File: src/sv/nbsc_pkg.sv
package nbsc_pkg;

    localparam int MAX_DEPTH = 8;
    localparam int CNT_W     = $clog2(MAX_DEPTH + 1);
    localparam int IDX_W     = (MAX_DEPTH > 1) ? $clog2(MAX_DEPTH) : 1;

    // command classes
    localparam logic [3:0] OP_OTHER        = 4'd0;
    localparam logic [3:0] OP_IF           = 4'd1;
    localparam logic [3:0] OP_WHILE        = 4'd2;
    localparam logic [3:0] OP_FUNCTION     = 4'd3;
    localparam logic [3:0] OP_END_IF       = 4'd4;
    localparam logic [3:0] OP_END_WHILE    = 4'd5;
    localparam logic [3:0] OP_END_FUNCTION = 4'd6;
    localparam logic [3:0] OP_ELSE         = 4'd7;
    localparam logic [3:0] OP_BREAK        = 4'd8;
    localparam logic [3:0] OP_RETURN       = 4'd9;
    localparam logic [3:0] OP_END          = 4'd10;

    // block kinds held on the stack
    localparam logic [1:0] KIND_IF       = 2'd0;
    localparam logic [1:0] KIND_WHILE    = 2'd1;
    localparam logic [1:0] KIND_FUNCTION = 2'd2;

    // status codes
    localparam logic [3:0] ST_OK          = 4'd0;
    localparam logic [3:0] ST_TOO_DEEP    = 4'd1;
    localparam logic [3:0] ST_UNMATCHED   = 4'd2;  // plus kind
    localparam logic [3:0] ST_STRAY_ELSE  = 4'd5;
    localparam logic [3:0] ST_DOUBLE_ELSE = 4'd6;
    localparam logic [3:0] ST_BREAK       = 4'd7;
    localparam logic [3:0] ST_RETURN      = 4'd8;
    localparam logic [3:0] ST_UNCLOSED    = 4'd9;  // plus kind
    localparam logic [3:0] ST_FAILED      = 4'd12;

    typedef struct packed {
        logic [3:0]  op;
        logic [15:0] line_number;
    } t_in;

    typedef struct packed {
        logic [3:0]  status;
        logic [15:0] error_line;
        logic        verdict;
    } t_out;

    typedef struct packed {
        logic        push;
        logic [1:0]  kind;
        logic [15:0] line;
        logic        pop;
        logic        mark_else;
        logic        clear;
    } t_stk_cmd;

    typedef struct packed {
        logic [CNT_W-1:0] count;
        logic [1:0]       top_kind;
        logic [15:0]      top_line;
        logic             top_else;
        logic             any_while;
        logic             any_func;
    } t_stk_view;

endpackage

File: src/sv/nbsc_ctrl.sv
module nbsc_ctrl (
    input  logic                i_clk,
    input  logic                i_rst_n,
    input  logic                i_adv,
    input  nbsc_pkg::t_in       i_item,
    input  nbsc_pkg::t_stk_view i_view,
    output nbsc_pkg::t_stk_cmd  o_cmd,
    output nbsc_pkg::t_out      o_res
);

    logic [3:0]  r_err_code;
    logic [15:0] r_err_line;
    logic [3:0]  n_err_code;
    logic [15:0] n_err_line;
    logic [3:0]  chk;
    logic        empty;
    logic        full;
    logic [1:0]  open_kind;
    logic [1:0]  close_kind;
    nbsc_pkg::t_stk_cmd cmd;

    assign empty      = (i_view.count == '0);
    assign full       = (i_view.count == nbsc_pkg::CNT_W'(nbsc_pkg::MAX_DEPTH));
    assign open_kind  = 2'(i_item.op - nbsc_pkg::OP_IF);
    assign close_kind = 2'(i_item.op - nbsc_pkg::OP_END_IF);

    always_comb begin
        chk            = nbsc_pkg::ST_OK;
        cmd            = '0;
        cmd.kind       = open_kind;
        cmd.line       = i_item.line_number;
        o_res.status     = nbsc_pkg::ST_OK;
        o_res.error_line = '0;
        o_res.verdict    = 1'b0;
        n_err_code     = r_err_code;
        n_err_line     = r_err_line;

        unique case (i_item.op) inside
            nbsc_pkg::OP_IF, nbsc_pkg::OP_WHILE, nbsc_pkg::OP_FUNCTION: begin
                if (full) chk = nbsc_pkg::ST_TOO_DEEP;
                else      cmd.push = 1'b1;
            end
            nbsc_pkg::OP_END_IF, nbsc_pkg::OP_END_WHILE,
            nbsc_pkg::OP_END_FUNCTION: begin
                if (empty || i_view.top_kind != close_kind)
                    chk = nbsc_pkg::ST_UNMATCHED + {2'b00, close_kind};
                else
                    cmd.pop = 1'b1;
            end
            nbsc_pkg::OP_ELSE: begin
                if (empty || i_view.top_kind != nbsc_pkg::KIND_IF)
                    chk = nbsc_pkg::ST_STRAY_ELSE;
                else if (i_view.top_else)
                    chk = nbsc_pkg::ST_DOUBLE_ELSE;
                else
                    cmd.mark_else = 1'b1;
            end
            nbsc_pkg::OP_BREAK: begin
                if (!i_view.any_while) chk = nbsc_pkg::ST_BREAK;
            end
            nbsc_pkg::OP_RETURN: begin
                if (!i_view.any_func) chk = nbsc_pkg::ST_RETURN;
            end
            default: chk = nbsc_pkg::ST_OK;
        endcase

        if (i_item.op == nbsc_pkg::OP_END) begin
            cmd           = '0;
            cmd.clear     = 1'b1;
            o_res.verdict = 1'b1;
            if (r_err_code != nbsc_pkg::ST_OK) begin
                o_res.status     = r_err_code;
                o_res.error_line = r_err_line;
            end else if (!empty) begin
                o_res.status     = nbsc_pkg::ST_UNCLOSED + {2'b00, i_view.top_kind};
                o_res.error_line = i_view.top_line;
            end
            n_err_code = nbsc_pkg::ST_OK;
            n_err_line = '0;
        end else if (r_err_code != nbsc_pkg::ST_OK) begin
            // latched error: stack left alone until end of script
            cmd              = '0;
            o_res.status     = nbsc_pkg::ST_FAILED;
            o_res.error_line = r_err_line;
        end else if (chk != nbsc_pkg::ST_OK) begin
            o_res.status     = chk;
            o_res.error_line = i_item.line_number;
            n_err_code       = chk;
            n_err_line       = i_item.line_number;
        end

        o_cmd           = cmd;
        o_cmd.push      = cmd.push && i_adv;
        o_cmd.pop       = cmd.pop && i_adv;
        o_cmd.mark_else = cmd.mark_else && i_adv;
        o_cmd.clear     = cmd.clear && i_adv;
    end

    always_ff @(posedge i_clk) begin
        if (!i_rst_n) begin
            r_err_code <= nbsc_pkg::ST_OK;
            r_err_line <= '0;
        end else if (i_adv) begin
            r_err_code <= n_err_code;
            r_err_line <= n_err_line;
        end
    end

endmodule

File: config.mk
export PLATFORM = sky130hd
export DESIGN_NAME = nbsc_ctrl
export DESIGN_NICKNAME = d
export VERILOG_FILES = /design/src/sv/nbsc_pkg.sv /design/src/sv/nbsc_ctrl.sv
export SDC_FILE = /design/constraint.sdc
export NUM_CORES = 1
export LEC_CHECK = 0
export ABC_AREA = 1
export ABC_CLOCK_PERIOD_IN_PS = 4100
export BUFFER_PORTS_ARGS = -buffer_cell sky130_fd_sc_hd__buf_2
export CAP_MARGIN = 20
export CORE_ASPECT_RATIO = 0.9
export CORE_UTILIZATION = 51
export DETAILED_ROUTE_END_ITERATION = 10
export PLACE_DENSITY = 0.87
export SLEW_MARGIN = 20
export SYNTH_ARGS = -nofsm -noshare
export SYNTH_HDL_FRONTEND = slang
export SYNTH_SLANG_ARGS = --single-unit
File: constraint.sdc
create_clock -name i_clk -period 4.1 [get_ports i_clk]
set_input_delay 0.82 -clock i_clk [delete_from_list [all_inputs] [get_ports i_clk]]
set_output_delay 0.82 -clock i_clk [all_outputs]
set_load 0.1 [all_outputs]
# ---- Word level (Yosys, flattened, before mapping)
# Cells that the tools add are included.
dict set report word_totals {
  out_inout_bits 43
  wordCells 61
  input_bits 48
  regBits 20
}
dict set report classes {
  n_eq_ne 13
  n_reduce_logical 14
  add_sub_neg 4
  mux 28
}
# op n
set ops {}
lappend ops {{$mux 20} 5}
lappend ops {{$mux 16} 3}
lappend ops {{$mux 22} 2}
lappend ops {{$pmux 4 s5} 1}
lappend ops {{$eq 4x3->1 const B} 4}
lappend ops {{$eq 4x4->1 const B} 4}
lappend ops {{$mux 4} 4}
lappend ops {{$mux 3} 4}
lappend ops {{$mux 1} 9}
lappend ops {{$eq 4x2->1 const B} 2}
lappend ops {{$reduce_bool 4->1} 2}
lappend ops {{$reduce_or 3->1} 2}
lappend ops {{$add 4x2->4 const A} 1}
lappend ops {{$eq 4x1->1 const B} 1}
lappend ops {{$logic_and 1x1->1} 4}
lappend ops {{$logic_not 4->1} 1}
lappend ops {{$reduce_bool 2->1} 2}
lappend ops {{$sub 2x1->2 const B} 2}
lappend ops {{$add 2x2->3 const A} 1}
lappend ops {{$reduce_and 3->1} 1}
lappend ops {{$logic_or 1x1->1} 2}
lappend ops {{$ne 2x2->1} 1}
lappend ops {{$ne 2x2->1 const B} 1}

# ---- Depth between registers and ports, before layout
# Gate-level depths: netlist (run 1).
dict set report depth {
  depth_word 9
  mapped_depth 14
  depth_no_buf 13
}

# ---- Worst setup path after synthesis (run 1)
# No wires, ideal clock.
dict set report synth_path {
  kind {input -> output}
  startpoint {in i_item[16] (netlist name)}
  endpoint {out o_cmd[1] (netlist name)}
  arrival_ns 4.375
  slack_ns -1.095
  path_buffers 0
  path_stages 9
  required_time_ns 3.280
  cell_sequence {inv_2 > ha_1 > inv_1 > nor3_2 > nor2_2 > inv_2 > nor2_2 > inv_2 > nor4_1}
}
# item line_no
set synth_rtl {}
lappend synth_rtl {{from (decl)} nbsc_ctrl.sv:5} ;# input nbsc_pkg::t_in i_item,
lappend synth_rtl {{to (decl)} nbsc_ctrl.sv:7} ;# output nbsc_pkg::t_stk_cmd o_cmd,

==> results.tsv, run 1 <==
metric	value	unit
status	complete, no violations	
Finished Layout Cells	410	
Setup violations, final	0	
maxcap violations	0	
CP Data Required Time	3.28	ns
r2r setup slk	1.95	ns
CP startpoint kind	input pin	
Reg2Reg Depth	6	
clock-pin slew on the worst setup and hold paths	0.07	ns
I/O Buffers	90	
Post-CTS Resized	0	
Slew Limit Fails	0	
Die Y	60.3	um
CTS Sinks	20	
CTS root buf	clkbuf_8	
Cells after DPL	406	
Nets	421	
H-Tree Depth	1	
Critical Path AT	2.93	ns
Total Wirelength	6330	um
crit-path max cell delay	0.49	ns
routed via count	2431	
final hold violations	0	
pin count of the biggest net entering global routing	34	
Longest Clk Path Bufs	2	
initial antenna violation count	0	
Worst Path Buf+Inv	5	
CP Max Fanout	20	
# IOs	91	
reg2reg start	r_err_code[1]	
most common cell after layout, fill and taps aside	nand2_1	
ratio of cells with drive above 1 in the final layout	0.448	
syn nets	342	
GRT Util Overall	0.324	
Post-CTS Setup Bufs	0	
DP Area	0.00264	mm2
drt pass-1 iters	5	
CTS Hold Bufs	0	
clk_skew	0.00439	ns
clk_lat worst skew	0.27	ns
minimum clock period	3.75	ns
TritonCTS buffer count	3	
type of the worst min-delay path	reg -> reg	
via/cell ratio	5.93	
CP max-delay cell	nor2_4	
DRC	0	
area occupied by registers	400	um2
CP most frequent cell	inv_1	
FF-to-FF End	r_err_line[4]	
crit path to	o_res[9]	
delay-heaviest family, CP	simple AND/OR/NAND/NOR gates	
RSZ-0062 raised after global routing	no	
DRT antenna net count	0	
most frequent cells in the layout	nand2_1 (87), buf_2 (70), nor2_1 (32), nand3_2 (25)	
number of global-route vias before repair	2189	
power per cell area	388	mW/mm2
Starting Density	0.553	
mapped cell area	0.00192	mm2
Achievable Freq	0.266	GHz
Synth Warn #	0	
first-pass GRT wire length	10000	um
CP startpoint	i_item[16]	
Tcrit/Tclk final	0.916	
synth-to-layout area growth	40.1	%
Die Area	0.00402	mm2
crit-path cells	buf_2, inv_2, ha_1, inv_1, nor3_2, inv_1, nor2_4, nand2_1, nand3_1, buf_12	
wire length per cell	15.4	um
Crit. End Element	output pin	
initial detailed-routing violation count	253	
P_leak	1.25	nW
critical path depth	10	
Yosys reg bits	20	
crit path kind	in -> out	
GR Overflow Total	0	
post-synth cell types	27	
area of the multi-input gates	0.00135	mm2
Antenna Diode Count	0	
Syn Area/Cell	6.68	um2
core area	0.00348	mm2
Routability Congestion	0.931	
Layout fillers	235	
Cell Rows	20	
Slew @ Worst Pin	1.04	ns
sequential share of the synthesized area	0.208	
die width	66.7	um
Final HPWL DP	4300	um
Slew headroom	0.304	
CTS tree	yes	
Gate Count Post-Synth	288	
final instance area	0.00269	mm2
peak supply drop	269	uV
Hold WS	0.473	ns
-- per-stage QoR --
| stage | power, mW | worst slack [ns] | TNS, ns | util |
|---|---|---|---|---|
| 4_1_cts | 1.04 | 0.438 | 0 | 0.774 |
| 6_report | 1.04 | 0.346 | 0 | 0.774 |
| 2_1_floorplan | 0.712 | -0.608 | -6.08 | - |
| 5_1_grt | 1.07 | 0.263 | 0 | 0.774 |
| 3_5_place_dp | 0.884 | 0.480 | 0 | 0.759 |
| 3_3_place_gp | 0.875 | 0.626 | 0 | 0.759 |
-- worst register-to-register path: cells and delay by family, from the launching register on --
family,cells,cell delay (ns)
AND/OR/NAND/NOR,5,1.58
flip-flops,1,0.35
AO/OA/AOI/OAI,1,0.07
-- state kept, by name, summed over array words and instances, names as in the netlist --
signal      flops
r_err_code      4
r_err_line     16
-- synthesized netlist by cell type (all sizes together) --
cell / number / area, um2
nor2: 39 / 179
ha: 6 / 75.1
nand3: 45 / 350
buf: 12 / 95.1
a31oi: 1 / 6.26
o21ai: 2 / 10.0
nand3b: 1 / 7.51
inv: 21 / 78.8
dfxtp: 20 / 400
nor3: 3 / 20.0
a311oi: 1 / 8.76
nand2: 92 / 373
a21oi: 21 / 180
nand4: 17 / 106
nor4: 1 / 6.26
clkbuf: 5 / 18.8
a22oi: 1 / 7.51
-- how the worst min path moves through the flow --
stage | start | endpoint | cells after the start
floorplan | r_err_code[3] | r_err_code[3] | 2
global placement | r_err_line[13] | r_err_line[13] | 2
detailed placement | r_err_line[5] | r_err_line[5] | 2
CTS | r_err_line[5] | r_err_line[5] | 2
global route | r_err_line[5] | r_err_line[5] | 2
finish | r_err_line[5] | r_err_line[5] | 2
-- layer usage --
| metal | wire, um | vias up | GRT usage |
|---|---|---|---|
| met5 | 0 | - | 0 |
| met1 | 2450 | 1118 | 0.409 |
| met3 | 601 | 38 | 0.0782 |
| met2 | 3060 | 170 | 0.527 |
| li1 | - | 1105 | - |
| met4 | 221 | 0 | 0.134 |
-- where the power goes --
part | internal (mW) | switching [mW] | total (mW)
logic | 0.166 | 0.508 | 0.674
clock network | 0.0857 | 0.0705 | 0.156
registers | 0.205 | 0.00878 | 0.214
-- cell type report --
class                           count  area share
Timing Repair Buffer               91       0.281
Multi-Input combinational cell    230       0.500
Inverter                           21      0.0293
Clock buffer                        4      0.0204
Sequential cell                    20       0.149
Tap cell                           44      0.0204
-- cells by family (layout without fill, tap and decap cells) --
| kind of cell | count (synthesis) | count (layout) | share of synthesized area |
|---|---|---|---|
| buf+inv | 38 | 116 | 0.100 |
| flops | 20 | 20 | 0.208 |
| simple gates | 198 | 198 | 0.542 |
| fa+ha+maj | 6 | 6 | 0.0390 |
| compound gates | 26 | 26 | 0.111 |
Power figures use the tool's default switching activity.
==> run 2, diff against run 1 <==
--- a/config.mk
+++ b/config.mk
@@ -18,2 +18,3 @@
 export SYNTH_HDL_FRONTEND = slang
 export SYNTH_SLANG_ARGS = --single-unit
+export TNS_END_PERCENT = 20
==> constraint.sdc (replaced) <==
create_clock -name i_clk -period 4.1 [get_ports i_clk]
set_input_delay 0.205 -clock i_clk [delete_from_list [all_inputs] [get_ports i_clk]]
set_output_delay 0.205 -clock i_clk [all_outputs]
set_load 0.1 [all_outputs]
==> run 2 against run 1 <==
  * Setup slack improved by 0.74 ns
  * Clock skew increased by 0.0022 ns
  * Via count decreased by 8.3%
  * Core utilization decreased by 9.3 points
  * Cell area decreased by 12%
  * Clock power decreased by 19%
  * Non-clock buffer count unchanged
  * Sequential power about the same
  * Global-route usage decreased by 4.8 points
  * Sequential cell count unchanged
  * Maximum frequency increased by 25%
  * Worst hold slack got worse by 0.23 ns
  * Highest routed layer unchanged
==> results.tsv, run 2 (synthesis gave the netlist of run 1 again) <==
metric	value	unit	change
Crit. End Element	output pin		
final hold violations	0		unchanged
Setup violations, final	0		unchanged
die width	66.7	um	unchanged
type of the worst min-delay path	in -> reg		
routed via count	2229		-8.3%
synth-to-layout area growth	23.2	%	
Layout fillers	302		+29%
r2r setup slk	2.02	ns	+0.07 ns
Slew Limit Fails	0		unchanged
Achievable Freq	0.332	GHz	+25%
status	complete, no violations		
minimum clock period	3.01	ns	-0.742 ns
drt pass-1 iters	4		-1
H-Tree Depth	1		unchanged
CTS root buf	clkbuf_8		
DRC	0		unchanged
Post-CTS Resized	0		unchanged
core area	0.00348	mm2	unchanged
GR Overflow Total	0		unchanged
Longest Clk Path Bufs	2		unchanged
Die Area	0.00402	mm2	unchanged
Finished Layout Cells	409		-0.24%
TritonCTS buffer count	3		unchanged
largest register by flop count	r_err_line		
P_leak	1.17	nW	-6.2%
Starting Density	0.553		unchanged
Slew @ Worst Pin	1.02	ns	-0.0254 ns
met3 Use GR	0.0458		-0.0324
Nets	421		unchanged
via/cell ratio	5.45		-8.1%
DRT antenna net count	0		unchanged
GRT Util Overall	0.276		-0.0482
CP startpoint kind	flip-flop		
initial detailed-routing violation count	135		-47%
# IOs	91		unchanged
maxcap violations	0		unchanged
met2 usage	0.470		-0.0563
CP Data Required Time	3.89	ns	+0.61 ns
Critical Path AT	2.81	ns	-0.12 ns
first-pass GRT wire length	8630	um	-14%
ratio of cells with drive above 1 in the final layout	0.441		-0.00699
biggest regs	r_err_line x16, r_err_code x4		
max FFs per register	16		unchanged
CTS tree	yes		
most frequent cells in the layout	buf_2 (90), nand2_1 (87), nor2_1 (32), nand3_2 (25)		
CTS Hold Bufs	0		unchanged
initial antenna violation count	0		unchanged
clk_lat worst skew	0.26	ns	about the same
Slew headroom	0.321		+0.0170
met1 Use GR	0.361		-0.0484
Cells after DPL	406		unchanged
clock-pin slew on the worst setup and hold paths	0.07	ns	about the same
number of global-route vias before repair	1955		-11%
power per cell area	388	mW/mm2	about the same
Routability Congestion	0.973		+4.6%
CTS Sinks	20		unchanged
gr busiest metal	met2		
Final HPWL DP	3920	um	-8.9%
Hold WS	0.243	ns	-0.230 ns
crit path kind	reg -> out		
Cell Rows	20		unchanged
Post-CTS Setup Bufs	0		unchanged
Total Wirelength	5310	um	-16%
Tcrit/Tclk final	0.735		-0.181
RSZ-0062 raised after global routing	no		
CP Max Fanout	19		-5.0%
wire length per cell	13.0	um	-16%
pin count of the biggest net entering global routing	34		unchanged
I/O Buffers	90		unchanged
most common cell after layout, fill and taps aside	buf_2		
clk_skew	0.00656	ns	+0.00216 ns
peak supply drop	312	uV	+16%
Die Y	60.3	um	unchanged
Setup TNS Final	0	ns	unchanged
Antenna Diode Count	0		unchanged
[run 2: changes by cell type in the layout (fill, tap and decap cells not counted), sizes merged]
cell | before | now
clkbuf | 4 | 3
[run 2: area by class of cell]
class / instances / area (um2) / area share
Clock buffer: 3 / 41.3 / 0.0174
Inverter: 21 / 78.8 / 0.0333
Multi-Input combinational cell: 230 / 1340 / 0.564
Sequential cell: 20 / 400 / 0.169
Tap cell: 44 / 55.1 / 0.0232
Timing Repair Buffer: 91 / 458 / 0.193
[run 2: worst max-delay path, cell delays in order, from the launching register on]
cell and delay [ns]:
dfxtp_1 0.34, nor2_1 0.13, nand3_2 0.39, inv_2 0.44
nand2_1 0.17, nor2_4 0.38, nand2_1 0.10, nand3_1 0.14
buf_2 0.44
[run 2: power breakdown]
part / switching [mW] / internal, mW
registers: 0.00812 / 0.205
clock network: 0.0610 / 0.0654
logic: 0.484 / 0.0952
total: 0.553 / 0.366
[run 2: through the flow]
step | cell area [um2] | power (mW) | util | setup WS, ns
after CTS | 2370 | 0.918 | 0.681 | 1.12
after detailed placement | 2330 | 0.795 | 0.669 | 1.36
final | 2370 | 0.919 | 0.681 | 1.09
after global placement | 2330 | 0.789 | 0.669 | 1.41
after floorplan | 1930 | 0.711 | - | 0.622
after global routing | 2370 | 0.956 | 0.681 | 0.934
[run 2: per-layer routing]
metal  wire length (um)  share of wire  up-vias
met2               2520           0.47      101
met5                  0              0        -
met3                383          0.072       10
met4                 64          0.012        0
met1               2340           0.44     1010
li1                   -              -     1108
[run 2: worst paths after layout]
check	from	endpoint	depth (start not counted)
setup / recovery	r_err_code[1]	o_res[12]	8
hold / removal	i_item[12]	r_err_line[12]	3
setup reg to reg	r_err_code[1]	r_err_line[3]	6
hold reg to reg	r_err_line[13]	r_err_line[13]	2
==> run 3, diff against run 2 <==
- ABC_CLOCK_PERIOD_IN_PS: 4100 -> 2800
- CORE_UTILIZATION: 51 -> 47
- PLACE_DENSITY: 0.87 -> 0.81
- clock period: 4.1 -> 2.8 ns (I/O delays scaled with it)
==> run 3 against run 2 <==
  * First-iteration DRC count fell by 11%
  * Non-clock buffer count is 2 higher
  * Register-to-register slack got worse by 1.2 ns
  * Clock skew increased by 0.00055 ns
  * Combinational power grew 69%
  * Sequential share of layout area shrank 2.0 points
  * Setup slack worse by 0.74 ns
  * Power up 62%
  * Routed wire length up 10%
  * Largest cell class unchanged
==> results.tsv, run 3 (synthesis gave the netlist of run 1 again) <==
metric	value	unit	change
final core utilization	0.704		+0.0231
Nets	423		+0.48%
maxcap violations	0		unchanged
Clock power frac	0.131		-0.007
via/cell ratio	5.47		+0.36%
initial antenna violation count	0		unchanged
Longest Clk Path Bufs	2		unchanged
routed via count	2259		+1.3%
wire length per cell	14.1	um	+9.0%
Final HPWL DP	4340	um	+11%
CP Max Fanout	19		unchanged
clock-pin slew on the worst setup and hold paths	0.08	ns	about the same
number of global-route vias before repair	2238		+14%
Starting Density	0.505		-0.0481
max FFs per register	16		unchanged
GRT Util Overall	0.271		-0.00531
CP startpoint kind	flip-flop		
type of the worst min-delay path	in -> reg		
CP most frequent cell	nand2_1		
Layout fillers	309		+2.3%
GR Overflow Total	0		unchanged
crit path kind	reg -> out		
TritonCTS buffer count	3		unchanged
power per cell area	553	mW/mm2	+43%
P_leak	1.25	nW	+6.5%
largest register by flop count	r_err_line		
peak supply drop	331	uV	+6.1%
Routability Congestion	0.918		-5.7%
initial detailed-routing violation count	120		-11%
H-Tree Depth	1		unchanged
CTS Hold Bufs	0		unchanged
Internal	0.635	mW	+74%
Post-CTS Setup Bufs	0		unchanged
Finished Layout Cells	413		+0.98%
die width	69.4	um	+4.0%
final hold violations	0		unchanged
DP Area	0.00264	mm2	+13%
# IOs	91		unchanged
DRC	0		unchanged
area of the multi-input gates	0.00138	mm2	+3.1%
minimum clock period	2.46	ns	
Total Wirelength	5840	um	+10%
CP Data Required Time	2.66	ns	-1.23 ns
CTS Sinks	20		unchanged
Die Y	62.7	um	+4.0%
DRT antenna net count	0		unchanged
Slew headroom	0.306		-0.0154
Tcrit/Tclk final	0.877		
CTS root buf	clkbuf_8		
area occupied by registers	400	um2	unchanged
ratio of cells with drive above 1 in the final layout	0.466		+0.0248
Achievable Freq	0.407	GHz	
crit-path cells	nor2_1, nand3_2, inv_2, nand2_1, nor2_4, a22oi_1, nand2_1, buf_12		
status	complete, no violations		
CTS tree	yes		
Slew @ Worst Pin	1.04	ns	+0.0231 ns
Critical Path AT	2.32	ns	-0.49 ns
Die Area	0.00435	mm2	+8.2%
clk_skew	0.00711	ns	+0.000552 ns
Setup WS pre-CTS	0.566	ns	-0.798 ns
drt pass-1 iters	4		unchanged
Slew Limit Fails	0		unchanged
first-pass GRT wire length	9810	um	+14%
Cells after DPL	410		+0.99%
switching power	0.850	mW	+54%
core area	0.00381	mm2	+9.5%
Sw Ratio	0.572		-0.0295
Setup violations, final	0		unchanged
setup ws final	0.344	ns	-0.744 ns
Post-CTS Resized	0		unchanged
RSZ-0062 raised after global routing	no		
sequential share of power	0.211		-0.021
Cell Rows	21		+5.0%
crit-path max cell delay	0.38	ns	-0.06 ns
pin count of the biggest net entering global routing	34		unchanged
combinational share of power	0.658		+0.028
biggest regs	r_err_line x16, r_err_code x4		
most frequent cells in the layout	nand2_1 (87), buf_2 (73), nand3_2 (25), nor2_1 (24)		
synth-to-layout area growth	39.6	%	
I/O Buffers	90		unchanged
Setup TNS Final	0	ns	unchanged
clk_lat worst skew	0.26	ns	about the same
Antenna Diode Count	0		unchanged
CP max-delay cell	nor2_4		
most common cell after layout, fill and taps aside	nand2_1		
Crit. End Element	output pin		
final instance area	0.00268	mm2	+13%
-- run 3: changes by cell type in the layout (fill, tap and decap cells not counted), moves of 2 or more --
cell	change
buf_4	+2
buf_12	+17
buf_2	-17
nor2_4	+3
nor2_2	+5
nor2_1	-8
-- run 3: critical path: cells and delay by family (launching register included) --
kind                   cells  cell delay [ns]
AOI/OAI and AO/OA          1             0.13
buffers and inverters      2             0.52
DFF                        1             0.35
and+or+nand+nor            5             1.05
-- run 3: path summary, 6_finish.rpt --
| path | end | cells after the start | slack [ns] | startpoint |
|---|---|---|---|---|
| worst max register to register | r_err_line[14] | 7 | 0.79 | r_err_code[1] |
| worst max-delay path | o_res[17] | 8 | 0.34 | r_err_code[1] |
| worst min-delay path | r_err_line[9] | 3 | 0.17 | i_item[9] |
| worst min register to register | r_err_line[15] | 2 | 0.48 | r_err_line[15] |
-- run 3: layout make-up --
cell class / count / area share
clock buffers: 3 / 0.0154
inverters: 21 / 0.0294
multi-input cells: 230 / 0.513
flip-flops and latches: 20 / 0.149
well taps: 46 / 0.0214
repair buffers: 93 / 0.271
-- run 3: power groups by stage --
| stage | sequential [mW] | combinational, mW | clock, mW |
|---|---|---|---|
| floorplan | 0.316 | 0.734 | 0 |
| global placement | 0.317 | 0.965 | 0 |
| detailed placement | 0.319 | 0.975 | 0 |
| CTS | 0.312 | 0.977 | 0.195 |
| global route | 0.314 | 1.02 | 0.210 |
| finish | 0.313 | 0.977 | 0.195 |
-- run 3: through the flow --
stage	hold slack [ns]	total power, mW
3_3_place_gp	0.445	1.28
6_report	0.167	1.48
5_1_grt	0.176	1.54
2_1_floorplan	0.322	1.05
4_1_cts	0.167	1.48
3_5_place_dp	0.450	1.29
-- run 3: layer usage --
layer,up-vias,track usage,wire length (um)
met5,-,0,0
met4,0,0.0969,69
met3,8,0.0484,403
met2,91,0.460,2830
met1,1053,0.341,2540
li1,1107,-,-
